==> src/gpioev_pkg.sv <==
// Shared types, register offsets and pin masks of the GPIO event detect controller.
package gpioev_pkg;

   // Pin count and the fixed widths of the two halves of a pin vector.
   localparam int NUM_PINS   = 54;
   localparam int LO_W       = 32;
   localparam int HI_W       = 22;
   localparam int FSEL_WORDS = 6;
   localparam int FSEL_PER   = 10;
   localparam int FSEL_BITS  = 3;
   localparam int FSEL_W     = FSEL_PER * FSEL_BITS;
   localparam int FSEL_PINS  = FSEL_WORDS * FSEL_PER;
   localparam int DIR_PINS   = (NUM_PINS < FSEL_PINS) ? NUM_PINS : FSEL_PINS;
   localparam int PAD_W      = 3;

   // Function select code that makes a pin an output.
   localparam logic [FSEL_BITS-1:0] FSEL_OUTPUT = 3'd1;

   // Register word offsets.
   localparam logic [5:0] OFF_FSEL_END = 6'(FSEL_WORDS);
   localparam logic [5:0] OFF_SET_LO   = 6'd7;
   localparam logic [5:0] OFF_SET_HI   = 6'd8;
   localparam logic [5:0] OFF_CLR_LO   = 6'd10;
   localparam logic [5:0] OFF_CLR_HI   = 6'd11;
   localparam logic [5:0] OFF_LEV_LO   = 6'd13;
   localparam logic [5:0] OFF_LEV_HI   = 6'd14;
   localparam logic [5:0] OFF_EVT_LO   = 6'd16;
   localparam logic [5:0] OFF_EVT_HI   = 6'd17;
   localparam logic [5:0] OFF_REN_LO   = 6'd19;
   localparam logic [5:0] OFF_REN_HI   = 6'd20;
   localparam logic [5:0] OFF_FEN_LO   = 6'd22;
   localparam logic [5:0] OFF_FEN_HI   = 6'd23;
   localparam logic [5:0] OFF_HEN_LO   = 6'd25;
   localparam logic [5:0] OFF_HEN_HI   = 6'd26;
   localparam logic [5:0] OFF_LEN_LO   = 6'd28;
   localparam logic [5:0] OFF_LEN_HI   = 6'd29;
   localparam logic [5:0] OFF_PUD      = 6'd37;
   localparam logic [5:0] OFF_PUDCLK_LO = 6'd38;
   localparam logic [5:0] OFF_PUDCLK_HI = 6'd39;

   // Kind of an input beat.
   typedef enum logic [1:0] {
      ACT_READ  = 2'd0,
      ACT_WRITE = 2'd1,
      ACT_TICK  = 2'd2,
      ACT_NOP   = 2'd3
   } action_type;

   // A mask of the n lowest bits of a word.
   function automatic logic [31:0] bits_mask(input int n);
      logic [31:0] m;
      if (n <= 0) begin
         m = '0;
      end else if (n >= 32) begin
         m = '1;
      end else begin
         m = (32'h1 << n) - 32'h1;
      end
      return m;
   endfunction

   // Bits of a function select word that belong to existing pins.
   function automatic logic [FSEL_W-1:0] fsel_mask(input int word);
      int          count;
      logic [31:0] m;
      count = NUM_PINS - FSEL_PER * word;
      if (count > FSEL_PER) begin
         count = FSEL_PER;
      end
      m = bits_mask(FSEL_BITS * count);
      return m[FSEL_W-1:0];
   endfunction

   localparam logic [31:0] PIN_MASK_LO = bits_mask(NUM_PINS);
   localparam logic [31:0] PIN_MASK_HI = bits_mask(NUM_PINS - 32);

   // One accepted input beat.
   typedef struct packed {
      action_type        action;
      logic [5:0]        word_offset;
      logic [31:0]       write_data;
      logic [LO_W-1:0]   pins_low;
      logic [HI_W-1:0]   pins_high;
   } item_type;

   // One result beat.
   typedef struct packed {
      logic [31:0]       read_data;
      logic [LO_W-1:0]   drive_low;
      logic [HI_W-1:0]   drive_high;
      logic [LO_W-1:0]   dir_low;
      logic [HI_W-1:0]   dir_high;
      logic [1:0]        pull_select;
      logic [LO_W-1:0]   pull_strobe_low;
      logic [HI_W-1:0]   pull_strobe_high;
      logic              irq;
   } result_type;

endpackage

==> src/gpioev_regfile.sv <==
// Register file of the GPIO controller: bus access, event detection and result forming.
module gpioev_regfile (
   input  logic                   clock,
   input  logic                   reset,
   input  logic                   advance,
   input  gpioev_pkg::item_type   item,
   output gpioev_pkg::result_type result
);

   logic [gpioev_pkg::FSEL_W-1:0] fsel_ff [gpioev_pkg::FSEL_WORDS];
   logic [gpioev_pkg::FSEL_W-1:0] fsel_in [gpioev_pkg::FSEL_WORDS];
   logic [1:0][31:0] latch_ff, latch_in;
   logic [1:0][31:0] evt_ff, evt_in;
   logic [1:0][31:0] ren_ff, ren_in;
   logic [1:0][31:0] fen_ff, fen_in;
   logic [1:0][31:0] hen_ff, hen_in;
   logic [1:0][31:0] len_ff, len_in;
   logic [1:0][31:0] prev_ff, prev_in;
   logic [1:0][31:0] pudclk_ff, pudclk_in;
   logic [1:0]       pud_ff, pud_in;

   logic [1:0][31:0] pin_mask;
   logic [1:0][31:0] now;
   logic [1:0][31:0] dir;
   logic [31:0]      rd;

   assign pin_mask[0] = gpioev_pkg::PIN_MASK_LO;
   assign pin_mask[1] = gpioev_pkg::PIN_MASK_HI;
   assign now[0] = item.pins_low & gpioev_pkg::PIN_MASK_LO;
   assign now[1] = 32'(item.pins_high) & gpioev_pkg::PIN_MASK_HI;

   // Next state of every register for the beat that leaves the input register.
   always_comb begin
      fsel_in   = fsel_ff;
      latch_in  = latch_ff;
      evt_in    = evt_ff;
      ren_in    = ren_ff;
      fen_in    = fen_ff;
      hen_in    = hen_ff;
      len_in    = len_ff;
      prev_in   = prev_ff;
      pudclk_in = pudclk_ff;
      pud_in    = pud_ff;
      rd        = '0;
      if (advance) begin
         case (item.action)
            gpioev_pkg::ACT_READ: begin
               if (item.word_offset < gpioev_pkg::OFF_FSEL_END) begin
                  rd = 32'(fsel_ff[item.word_offset[2:0]]);
               end else begin
                  case (item.word_offset)
                     gpioev_pkg::OFF_LEV_LO:    rd = prev_ff[0];
                     gpioev_pkg::OFF_LEV_HI:    rd = prev_ff[1];
                     gpioev_pkg::OFF_EVT_LO:    rd = evt_ff[0];
                     gpioev_pkg::OFF_EVT_HI:    rd = evt_ff[1];
                     gpioev_pkg::OFF_REN_LO:    rd = ren_ff[0];
                     gpioev_pkg::OFF_REN_HI:    rd = ren_ff[1];
                     gpioev_pkg::OFF_FEN_LO:    rd = fen_ff[0];
                     gpioev_pkg::OFF_FEN_HI:    rd = fen_ff[1];
                     gpioev_pkg::OFF_HEN_LO:    rd = hen_ff[0];
                     gpioev_pkg::OFF_HEN_HI:    rd = hen_ff[1];
                     gpioev_pkg::OFF_LEN_LO:    rd = len_ff[0];
                     gpioev_pkg::OFF_LEN_HI:    rd = len_ff[1];
                     gpioev_pkg::OFF_PUD:       rd = 32'(pud_ff);
                     gpioev_pkg::OFF_PUDCLK_LO: rd = pudclk_ff[0];
                     gpioev_pkg::OFF_PUDCLK_HI: rd = pudclk_ff[1];
                     default:                   rd = '0;
                  endcase
               end
            end
            gpioev_pkg::ACT_WRITE: begin
               if (item.word_offset < gpioev_pkg::OFF_FSEL_END) begin
                  for (int w = 0; w < gpioev_pkg::FSEL_WORDS; w++) begin
                     if (item.word_offset[2:0] == 3'(w)) begin
                        fsel_in[w] = item.write_data[gpioev_pkg::FSEL_W-1:0] &
                                     gpioev_pkg::fsel_mask(w);
                     end
                  end
               end else begin
                  case (item.word_offset)
                     gpioev_pkg::OFF_SET_LO: latch_in[0] = latch_ff[0] |
                                                           (item.write_data & pin_mask[0]);
                     gpioev_pkg::OFF_SET_HI: latch_in[1] = latch_ff[1] |
                                                           (item.write_data & pin_mask[1]);
                     gpioev_pkg::OFF_CLR_LO: latch_in[0] = latch_ff[0] & ~item.write_data;
                     gpioev_pkg::OFF_CLR_HI: latch_in[1] = latch_ff[1] & ~item.write_data;
                     gpioev_pkg::OFF_EVT_LO: evt_in[0] = evt_ff[0] & ~item.write_data;
                     gpioev_pkg::OFF_EVT_HI: evt_in[1] = evt_ff[1] & ~item.write_data;
                     gpioev_pkg::OFF_REN_LO: ren_in[0] = item.write_data & pin_mask[0];
                     gpioev_pkg::OFF_REN_HI: ren_in[1] = item.write_data & pin_mask[1];
                     gpioev_pkg::OFF_FEN_LO: fen_in[0] = item.write_data & pin_mask[0];
                     gpioev_pkg::OFF_FEN_HI: fen_in[1] = item.write_data & pin_mask[1];
                     gpioev_pkg::OFF_HEN_LO: hen_in[0] = item.write_data & pin_mask[0];
                     gpioev_pkg::OFF_HEN_HI: hen_in[1] = item.write_data & pin_mask[1];
                     gpioev_pkg::OFF_LEN_LO: len_in[0] = item.write_data & pin_mask[0];
                     gpioev_pkg::OFF_LEN_HI: len_in[1] = item.write_data & pin_mask[1];
                     gpioev_pkg::OFF_PUD:    pud_in = item.write_data[1:0];
                     gpioev_pkg::OFF_PUDCLK_LO: pudclk_in[0] = item.write_data & pin_mask[0];
                     gpioev_pkg::OFF_PUDCLK_HI: pudclk_in[1] = item.write_data & pin_mask[1];
                     default: ;
                  endcase
               end
            end
            gpioev_pkg::ACT_TICK: begin
               // Latch every enabled edge or level into the status and keep the sample.
               for (int h = 0; h < 2; h++) begin
                  evt_in[h] = evt_ff[h] | (pin_mask[h] &
                              (( now[h] & ~prev_ff[h] & ren_ff[h]) |
                               (~now[h] &  prev_ff[h] & fen_ff[h]) |
                               ( now[h] & hen_ff[h]) |
                               (~now[h] & len_ff[h])));
                  prev_in[h] = now[h];
               end
            end
            default: ;
         endcase
      end
   end

   // Output enables from the updated function select fields.
   always_comb begin
      dir = '0;
      for (int p = 0; p < gpioev_pkg::DIR_PINS; p++) begin
         dir[p / 32][p % 32] = (fsel_in[p / gpioev_pkg::FSEL_PER]
                                [gpioev_pkg::FSEL_BITS * (p % gpioev_pkg::FSEL_PER) +:
                                 gpioev_pkg::FSEL_BITS] == gpioev_pkg::FSEL_OUTPUT);
      end
   end

   // The result shows the state after the beat.
   always_comb begin
      result.read_data        = rd;
      result.drive_low        = latch_in[0];
      result.drive_high       = latch_in[1][gpioev_pkg::HI_W-1:0];
      result.dir_low          = dir[0];
      result.dir_high         = dir[1][gpioev_pkg::HI_W-1:0];
      result.pull_select      = pud_in;
      result.pull_strobe_low  = pudclk_in[0];
      result.pull_strobe_high = pudclk_in[1][gpioev_pkg::HI_W-1:0];
      result.irq              = |{evt_in[0], evt_in[1]};
   end

   // State registers, all cleared by reset.
   always_ff @(posedge clock) begin
      if (reset) begin
         for (int w = 0; w < gpioev_pkg::FSEL_WORDS; w++) begin
            fsel_ff[w] <= '0;
         end
         latch_ff  <= '0;
         evt_ff    <= '0;
         ren_ff    <= '0;
         fen_ff    <= '0;
         hen_ff    <= '0;
         len_ff    <= '0;
         prev_ff   <= '0;
         pudclk_ff <= '0;
         pud_ff    <= '0;
      end else begin
         fsel_ff   <= fsel_in;
         latch_ff  <= latch_in;
         evt_ff    <= evt_in;
         ren_ff    <= ren_in;
         fen_ff    <= fen_in;
         hen_ff    <= hen_in;
         len_ff    <= len_in;
         prev_ff   <= prev_in;
         pudclk_ff <= pudclk_in;
         pud_ff    <= pud_in;
      end
   end

`ifndef SYNTHESIS
   // A tick with every detect disabled leaves the event status alone.
   a_tick_no_enable: assert property (@(posedge clock) disable iff (reset)
      advance && item.action == gpioev_pkg::ACT_TICK &&
      ren_ff == '0 && fen_ff == '0 && hen_ff == '0 && len_ff == '0
      |=> $stable(evt_ff))
      else $error("event status changed on a tick with no detect enabled");

   // Writing all ones to the lower status word clears it.
   a_evt_clear: assert property (@(posedge clock) disable iff (reset)
      advance && item.action == gpioev_pkg::ACT_WRITE &&
      item.word_offset == gpioev_pkg::OFF_EVT_LO && item.write_data == '1
      |=> evt_ff[0] == '0)
      else $error("write one to clear left lower event bits set");

   // No stored status or sample bit belongs to a pin that does not exist.
   a_no_ghost_pins: assert property (@(posedge clock) disable iff (reset)
      ((evt_ff[1] | prev_ff[1]) & ~gpioev_pkg::PIN_MASK_HI) == '0)
      else $error("status bit set for a nonexistent pin");
`endif

endmodule

==> src/gpio_controller_event_detect.sv <==
// Top level of the GPIO controller with edge and level event detection.
//
// Each request beat is a bus read, a bus write or a pin sample tick, chosen by
// req_tuser; each one gives exactly one response beat that carries the read data
// (zero unless a read) and the pin drive, direction, pull and interrupt state as it
// stands after the beat. One beat is taken every clock cycle while responses are
// accepted; a response is offered once its request has passed the input register
// and then the result register, which bracket the single pass of register update
// logic. A stalled response holds in the result register while the next request
// waits in the input register.
module gpio_controller_event_detect (
   input  logic         clock,
   input  logic         reset,
   input  logic         req_tvalid,
   output logic         req_tready,
   // word_offset[5:0], write_data[37:6], pins_low[69:38], pins_high[91:70], zero pad
   input  logic [95:0]  req_tdata,
   // action[1:0]
   input  logic [1:0]   req_tuser,
   output logic         rsp_tvalid,
   input  logic         rsp_tready,
   // read_data[31:0], drive_low[63:32], drive_high[85:64], dir_low[117:86],
   // dir_high[139:118], pull_select[141:140], pull_strobe_low[173:142],
   // pull_strobe_high[195:174], irq[196], zero pad
   output logic [199:0] rsp_tdata
);

   logic                   in_valid_ff;
   gpioev_pkg::item_type   in_item_ff;
   logic                   out_valid_ff;
   gpioev_pkg::result_type out_result_ff;
   gpioev_pkg::item_type   req_item;
   gpioev_pkg::result_type result;
   logic                   advance;
   logic                   req_take;

   // Unpack the request beat.
   always_comb begin
      req_item.action      = gpioev_pkg::action_type'(req_tuser);
      req_item.word_offset = req_tdata[5:0];
      req_item.write_data  = req_tdata[37:6];
      req_item.pins_low    = req_tdata[69:38];
      req_item.pins_high   = req_tdata[91:70];
   end

   // The held beat moves on whenever the result register is free or being emptied.
   assign advance    = in_valid_ff && (!out_valid_ff || rsp_tready);
   assign req_tready = !in_valid_ff || advance;
   assign req_take   = req_tvalid && req_tready;

   gpioev_regfile u_regfile (
      .clock  (clock),
      .reset  (reset),
      .advance(advance),
      .item   (in_item_ff),
      .result (result)
   );

   // Input register and result register with their valid flags.
   always_ff @(posedge clock) begin
      if (reset) begin
         in_valid_ff  <= 1'b0;
         out_valid_ff <= 1'b0;
      end else begin
         if (req_take) begin
            in_valid_ff <= 1'b1;
         end else if (advance) begin
            in_valid_ff <= 1'b0;
         end
         if (advance) begin
            out_valid_ff <= 1'b1;
         end else if (rsp_tready) begin
            out_valid_ff <= 1'b0;
         end
      end
      if (req_take) begin
         in_item_ff <= req_item;
      end
      if (advance) begin
         out_result_ff <= result;
      end
   end

   // Pack the response beat.
   assign rsp_tvalid = out_valid_ff;
   assign rsp_tdata  = {{gpioev_pkg::PAD_W{1'b0}},
                        out_result_ff.irq,
                        out_result_ff.pull_strobe_high,
                        out_result_ff.pull_strobe_low,
                        out_result_ff.pull_select,
                        out_result_ff.dir_high,
                        out_result_ff.dir_low,
                        out_result_ff.drive_high,
                        out_result_ff.drive_low,
                        out_result_ff.read_data};

`ifndef SYNTHESIS
   // A held request that cannot move on stays in place.
   a_hold_input: assert property (@(posedge clock) disable iff (reset)
      in_valid_ff && !advance |=> in_valid_ff && $stable(in_item_ff))
      else $error("held request lost or changed");

   // A response that is not taken is not overwritten.
   a_hold_output: assert property (@(posedge clock) disable iff (reset)
      out_valid_ff && !rsp_tready |-> !advance)
      else $error("pending response overwritten");

   // Every beat passed on leaves a response behind.
   a_advance_result: assert property (@(posedge clock) disable iff (reset)
      advance |=> out_valid_ff)
      else $error("response missing after a beat moved on");
`endif

endmodule

==> config.mk <==
export PLATFORM = sky130hd
export DESIGN_NAME = gpio_controller_event_detect
export DESIGN_NICKNAME = d
export VERILOG_FILES = /design/src/gpioev_pkg.sv /design/src/gpioev_regfile.sv /design/src/gpio_controller_event_detect.sv
export SDC_FILE = /design/constraint.sdc
export NUM_CORES = 2
export LEC_CHECK = 0
export ABC_AREA = 1
export BUFFER_PORTS_ARGS = -buffer_cell sky130_fd_sc_hd__clkbuf_2
export CAP_MARGIN = 10
export CORE_ASPECT_RATIO = 1.1
export CORE_MARGIN = 2
export CORE_UTILIZATION = 39
export CTS_CLUSTER_DIAMETER = 80
export DETAILED_ROUTE_END_ITERATION = 10
export GPL_TIMING_DRIVEN = 0
export PLACE_DENSITY = 0.53
export SLEW_MARGIN = 40
export SYNTH_ARGS = -nofsm -noshare
export SYNTH_HDL_FRONTEND = slang
export SYNTH_HIERARCHICAL = 1
export SYNTH_SLANG_ARGS = --single-unit
==> constraint.sdc <==
create_clock -name clock -period 41.5 [get_ports clock]
set_clock_uncertainty 0.05 [all_clocks]
set_input_delay 2.075 -clock clock [delete_from_list [all_inputs] [get_ports clock]]
set_output_delay 2.075 -clock clock [all_outputs]
set_load 0.05 [all_outputs]
== Word level (Yosys, flattened, before mapping) ==
Index checks and enable logic that the tools add are counted.
Word-level totals
  memories kept: 0
  output and inout bits: 202
  memory bits (read-only): 0
  register bits after elaboration: 927
  latch bits: 0
  logic and storage cells: 304
  RAM bits: 0
  input bits: 102
Operators by class
  mux-type cells: 91
  equality and inequality tests: 80
  bitwise operators: 40
  divide/modulo/power cells: 0
  reductions and logical operators: 24
  $lt $le $gt $ge: 12
  multiply operators: 5
  $add $sub $neg: 5
  shift operators: 5
Operators by type and width (count)
  2-to-1 mux 30 bit: 43
  2-to-1 mux 32 bit: 23
  2-to-1 mux 180 bit: 3
  one-hot mux 32 bit (15 select lines): 1
  2-to-1 mux 54 bit: 6
  bitwise AND 32 bit: 10
  bitwise AND 30 bit: 6
  equality test 3 x 1 -> 1 bit, second input constant: 55
  greater-or-equal comparator 32 x 7 -> 1 bit, second input constant: 5
  <= comparator 32 x 1 -> 1 bit, second input constant: 5
  multiplier 3 x 32 -> 32 bit, first input constant: 5
  OR 32 bit: 5
  left shift 1 x 32 -> 30 bit, first input constant: 5
  subtractor 30 x 1 -> 30 bit, second input constant: 5
  bitwise AND 22 bit: 6
  2-to-1 mux 64 bit: 2
  one-hot mux 32 bit (2 select lines): 2
  one-hot mux 64 bit (2 select lines): 1
  NOT 32 bit: 3
  binary-select mux 30 bit (select 3 bit): 1
  OR 22 bit: 3
  OR 32 x 22 -> 32 bit: 2
  OR reduction 64 bit: 1
  equality test 6 x 5 -> 1 bit, second input constant: 10
  other kinds (24): 54

== Longest topological paths before layout ==
  depth in word-level cells: 20
  mapped depth: 15
  mapped depth without buffers: 15

== Hierarchy ==
Netlist, hierarchy kept.
By module, submodules not included
  gpioev_regfile: area an instance 27855.5 µm², seq. area each 12131.6 µm², instances 1, cells each 4084
  gpio_controller_event_detect: area an instance 8856.0 µm², seq. area each 8778.4 µm², instances 1, cells each 307

== Worst setup path after synthesis ==
Ideal clock, no wire load.
  path kind: input to register
  start point: input rsp_tready
  end point: register out_result_ff, in the netlist rsp_tdata[196], data pin
  required time: 41.320 ns
  path buffers: 1
  setup time: 0.130 ns
  cell stages on the path: 13
  setup slack: 26.038 ns
  data arrival time: 15.282 ns
  cells stage by stage: inv_1 a21oi_1 nand2_1 nor2_2 buf_2 o21ai_0 o21bai_1 o21ai_0 nand3_1 nor2_1 nand2_1 nor2_1 nand2_1
RTL lines
  start, declared: RTL line gpio_controller_event_detect.sv:21  | input logic rsp_tready,
  end signal, assigned: RTL line gpio_controller_event_detect.sv:80  | out_result_ff <= result;
  end, declared: RTL line gpio_controller_event_detect.sv:31  | gpioev_pkg::result_type out_result_ff;

==> reports/qor.yml <==
yosys:
  yosys-top-cells-area: "dfxtp_1 (33%), edfxtp_1 (24%), nand2_1 (8.4%), a21oi_1 (7.3%), o21ai_0 (6.4%)"
  ys_ff_latch: 899
  synthDistinctLibCells: 40
  synthMostInstantiatedCell: "nand2_1"
  syn_area_mm2: 0.0367
  synth_top_cell_by_area: "dfxtp_1"
  ys.flop_type: "dfxtp_1"
  synth_seq_area_share: 0.570
  synth-edff-count: 291
  avgSynthCellArea_um2: 8.36
  async_flop_share: 0
  yosysWarnings: 6
  synth_top_area_frac: 0.332
  syn_inst: 4391
  ys_top_cells_by_count: "nand2_1 (821), dfxtp_1 (608), nor2_1 (587), a21oi_1 (536), o21ai_0 (470)"
placement:
  gp_congestion: 1.01
  dp.cells: 5964
  dpl.hpwl_um: 136000
  numPortBuffers: 296
pwr:
  combPwrFrac: 0.071
  p_int_mw: 1.49
  p_clk_frac: 0.459
  p_leak_nw: 17.9
  p_sw_uw: 511
  switching_share: 0.256
  pwr-share-seq: 0.470
  peakVddDrop_mv: 0.0271
  p_total_mw: 2.00
  power_per_cell_area_mw_per_mm2: 46.0
timing:
  fin_tns_setup_ns: 0
  max_freq_mhz: 165
  fin_crit_sh: 0.146
  setup_viol: 0
  slew_headroom: 0.339
  final_max_slew_viol_count: 0
  hold_viol_final: 0
  rsz0062_at_grt: "no"
  worst_pin_slew_ns: 0.991
  holdWs_ns: 0.420
  post-route-min-period_ns: 6.05
setup_path:
  worst-path-buf-inv: 7
  cp_slowest_cell: "nor2_4"
  cp_common_cell: "buf_8"
  worstPathMaxFanout: 18
  critPathKind: "in -> reg"
  critPathMaxStageDelay_ns: 0.68
  worst_setup_path_end_kind: "flip-flop"
  arrival_ns: 6.51
  start_kind: "primary input"
  cp_cell_sequence: "clkbuf_2, inv_1, a21oi_4, buf_8, buf_8, buf_8, buf_8, nand2_1, nor2_4, buf_2, o21ai_0, a21oi_1, o21ai_0, nand3b_1, nor2_1, nand2_1, nor2_1, nand2_1"
  cp.required_ns: 41.96
  critPathTopFamily: "buffers and inverters"
clocking:
  cts.clk_slew.worst_paths_ns: 0.06
  clock-sinks: 899
  clk_path_buf_depth: 3
  cts-root-buf: "clkbuf_16"
  numCtsBuffers: 97
  cts_tree: "built"
  htreeDepth: 3
  cts_resized: 0
  post_cts_buffers: 0
  clk_latency_ns: 0.68
  hold_buffers: 0
layout:
  area_growth_pct: 18.3
  fin_nets: 4909
  drive_gt1_frac: 0.123
  layout.cells.non_filler: 6152
die:
  dieArea_mm2: 0.0966
  die_width_um: 297
  die_h_um: 326
  coreArea_mm2: 0.0938
  num_rows: 118
  io_pins: 304
  initial_core_util: 0.392
global_route:
  grt_pass1_vias: 33100
  grt_pass1_wl_um: 250000
  grt_overflow_total: 0
  grt_max_degree: 67
  antenna_found_initial: 12
  grt_usage: 0.371
drt:
  vias: 35700
  post_drt_wl_per_cell_um: 29.8
  drtIter0Drc: 4869
  ant_nets: 0
  drtPass1Iterations: 8
  drc: 0
  vias_per_cell: 5.80
  routed_wirelength_um: 183000
outcome:
  outcome: "completed"
run:
  max_cap_viol_count: 0
hold_path:
  min_path_type: "reg -> reg"
## state kept, by name, summed over array words and instances, names as in the netlist, 54 cells and up
register,flops
rsp_tdata,197
u_regfile/fsel_ff,162
in_item_ff,94
u_regfile/evt_ff,64
u_regfile/fen_ff,54
u_regfile/hen_ff,54
u_regfile/latch_ff,54
u_regfile/len_ff,54
u_regfile/prev_ff,54
u_regfile/pudclk_ff,54
u_regfile/ren_ff,54
## power groups by stage
stage	Sequential [mW]	Combinational, mW	Clock, mW
after floorplan	0.983	0.0466	0
after global placement	0.965	0.132	0
after detailed placement	0.958	0.136	0
after CTS	0.939	0.136	0.925
after global routing	0.940	0.144	0.960
final	0.939	0.141	0.917
## kinds of logic (layout without fill, tap and decap cells)
logic type      after synthesis  after routing  share of synthesized area
compound gates             1295           1295                      0.195
simple gates               1563           1563                      0.168
flops                       899            899                      0.570
buf+inv                     630           1125                     0.0663
fa+ha+maj                     3              3                    0.00102
other cells                   1              7                   0.000102
## through the flow
step                       util  worst slack [ns]  instance area, µm²
final                     0.463             35.45               43400
after global routing      0.463             35.48               43400
after CTS                 0.463             35.70               43400
after detailed placement  0.428             35.02               40100
after global placement    0.424             15.06               39800
after floorplan               -             26.04               36700
## final timing paths
path                        start              endpoint  slack (ns)  cells past startpoint
max                    rsp_tready        rsp_tdata[196]       35.45                     18
min          u_regfile/evt_ff[60]  u_regfile/evt_ff[60]        0.42                      2
max reg2reg           in_valid_ff        rsp_tdata[196]       36.62                     17
min reg2reg  u_regfile/evt_ff[60]  u_regfile/evt_ff[60]        0.42                      2
## worst register-to-register path, delay by kind of cell (launching register included)
kind	cells	cell delay, ns
AND/OR/NAND/NOR	7	1.63
AO/OA/AOI/OAI	4	1.12
flip-flops	1	0.34
buffers and inverters	6	1.58
## final cells by class
cell class	instances	area, µm²
fill	9515	50300
sequential	899	20900
multi-input combinational	2864	13400
clock buffer	134	2770
timing repair buffer	312	1720
tap	1260	1580
inverter	344	1300
buffer	286	1210
clock inverter	49	544
antenna	4	10.0
## metal layers
| metal | global-route usage | routed length [µm] |
|---|---|---|
| met3 | 0.0910 | 19800 |
| met5 | 0 | 26 |
| met4 | 0.211 | 11900 |
| met2 | 0.550 | 78000 |
| met1 | 0.493 | 73600 |
## cells in the final DEF, fill, tap and decap left out, drive strengths merged, types with 45 or more instances in the layout
master	instances
dfxtp	608
nand3	101
o22ai	70
inv	342
buf	66
edfxtp	291
nand2	826
o21ai	496
o221ai	45
a21oi	537
nor2	603
clkbuf	666
Power figures use the tool's default switching activity.
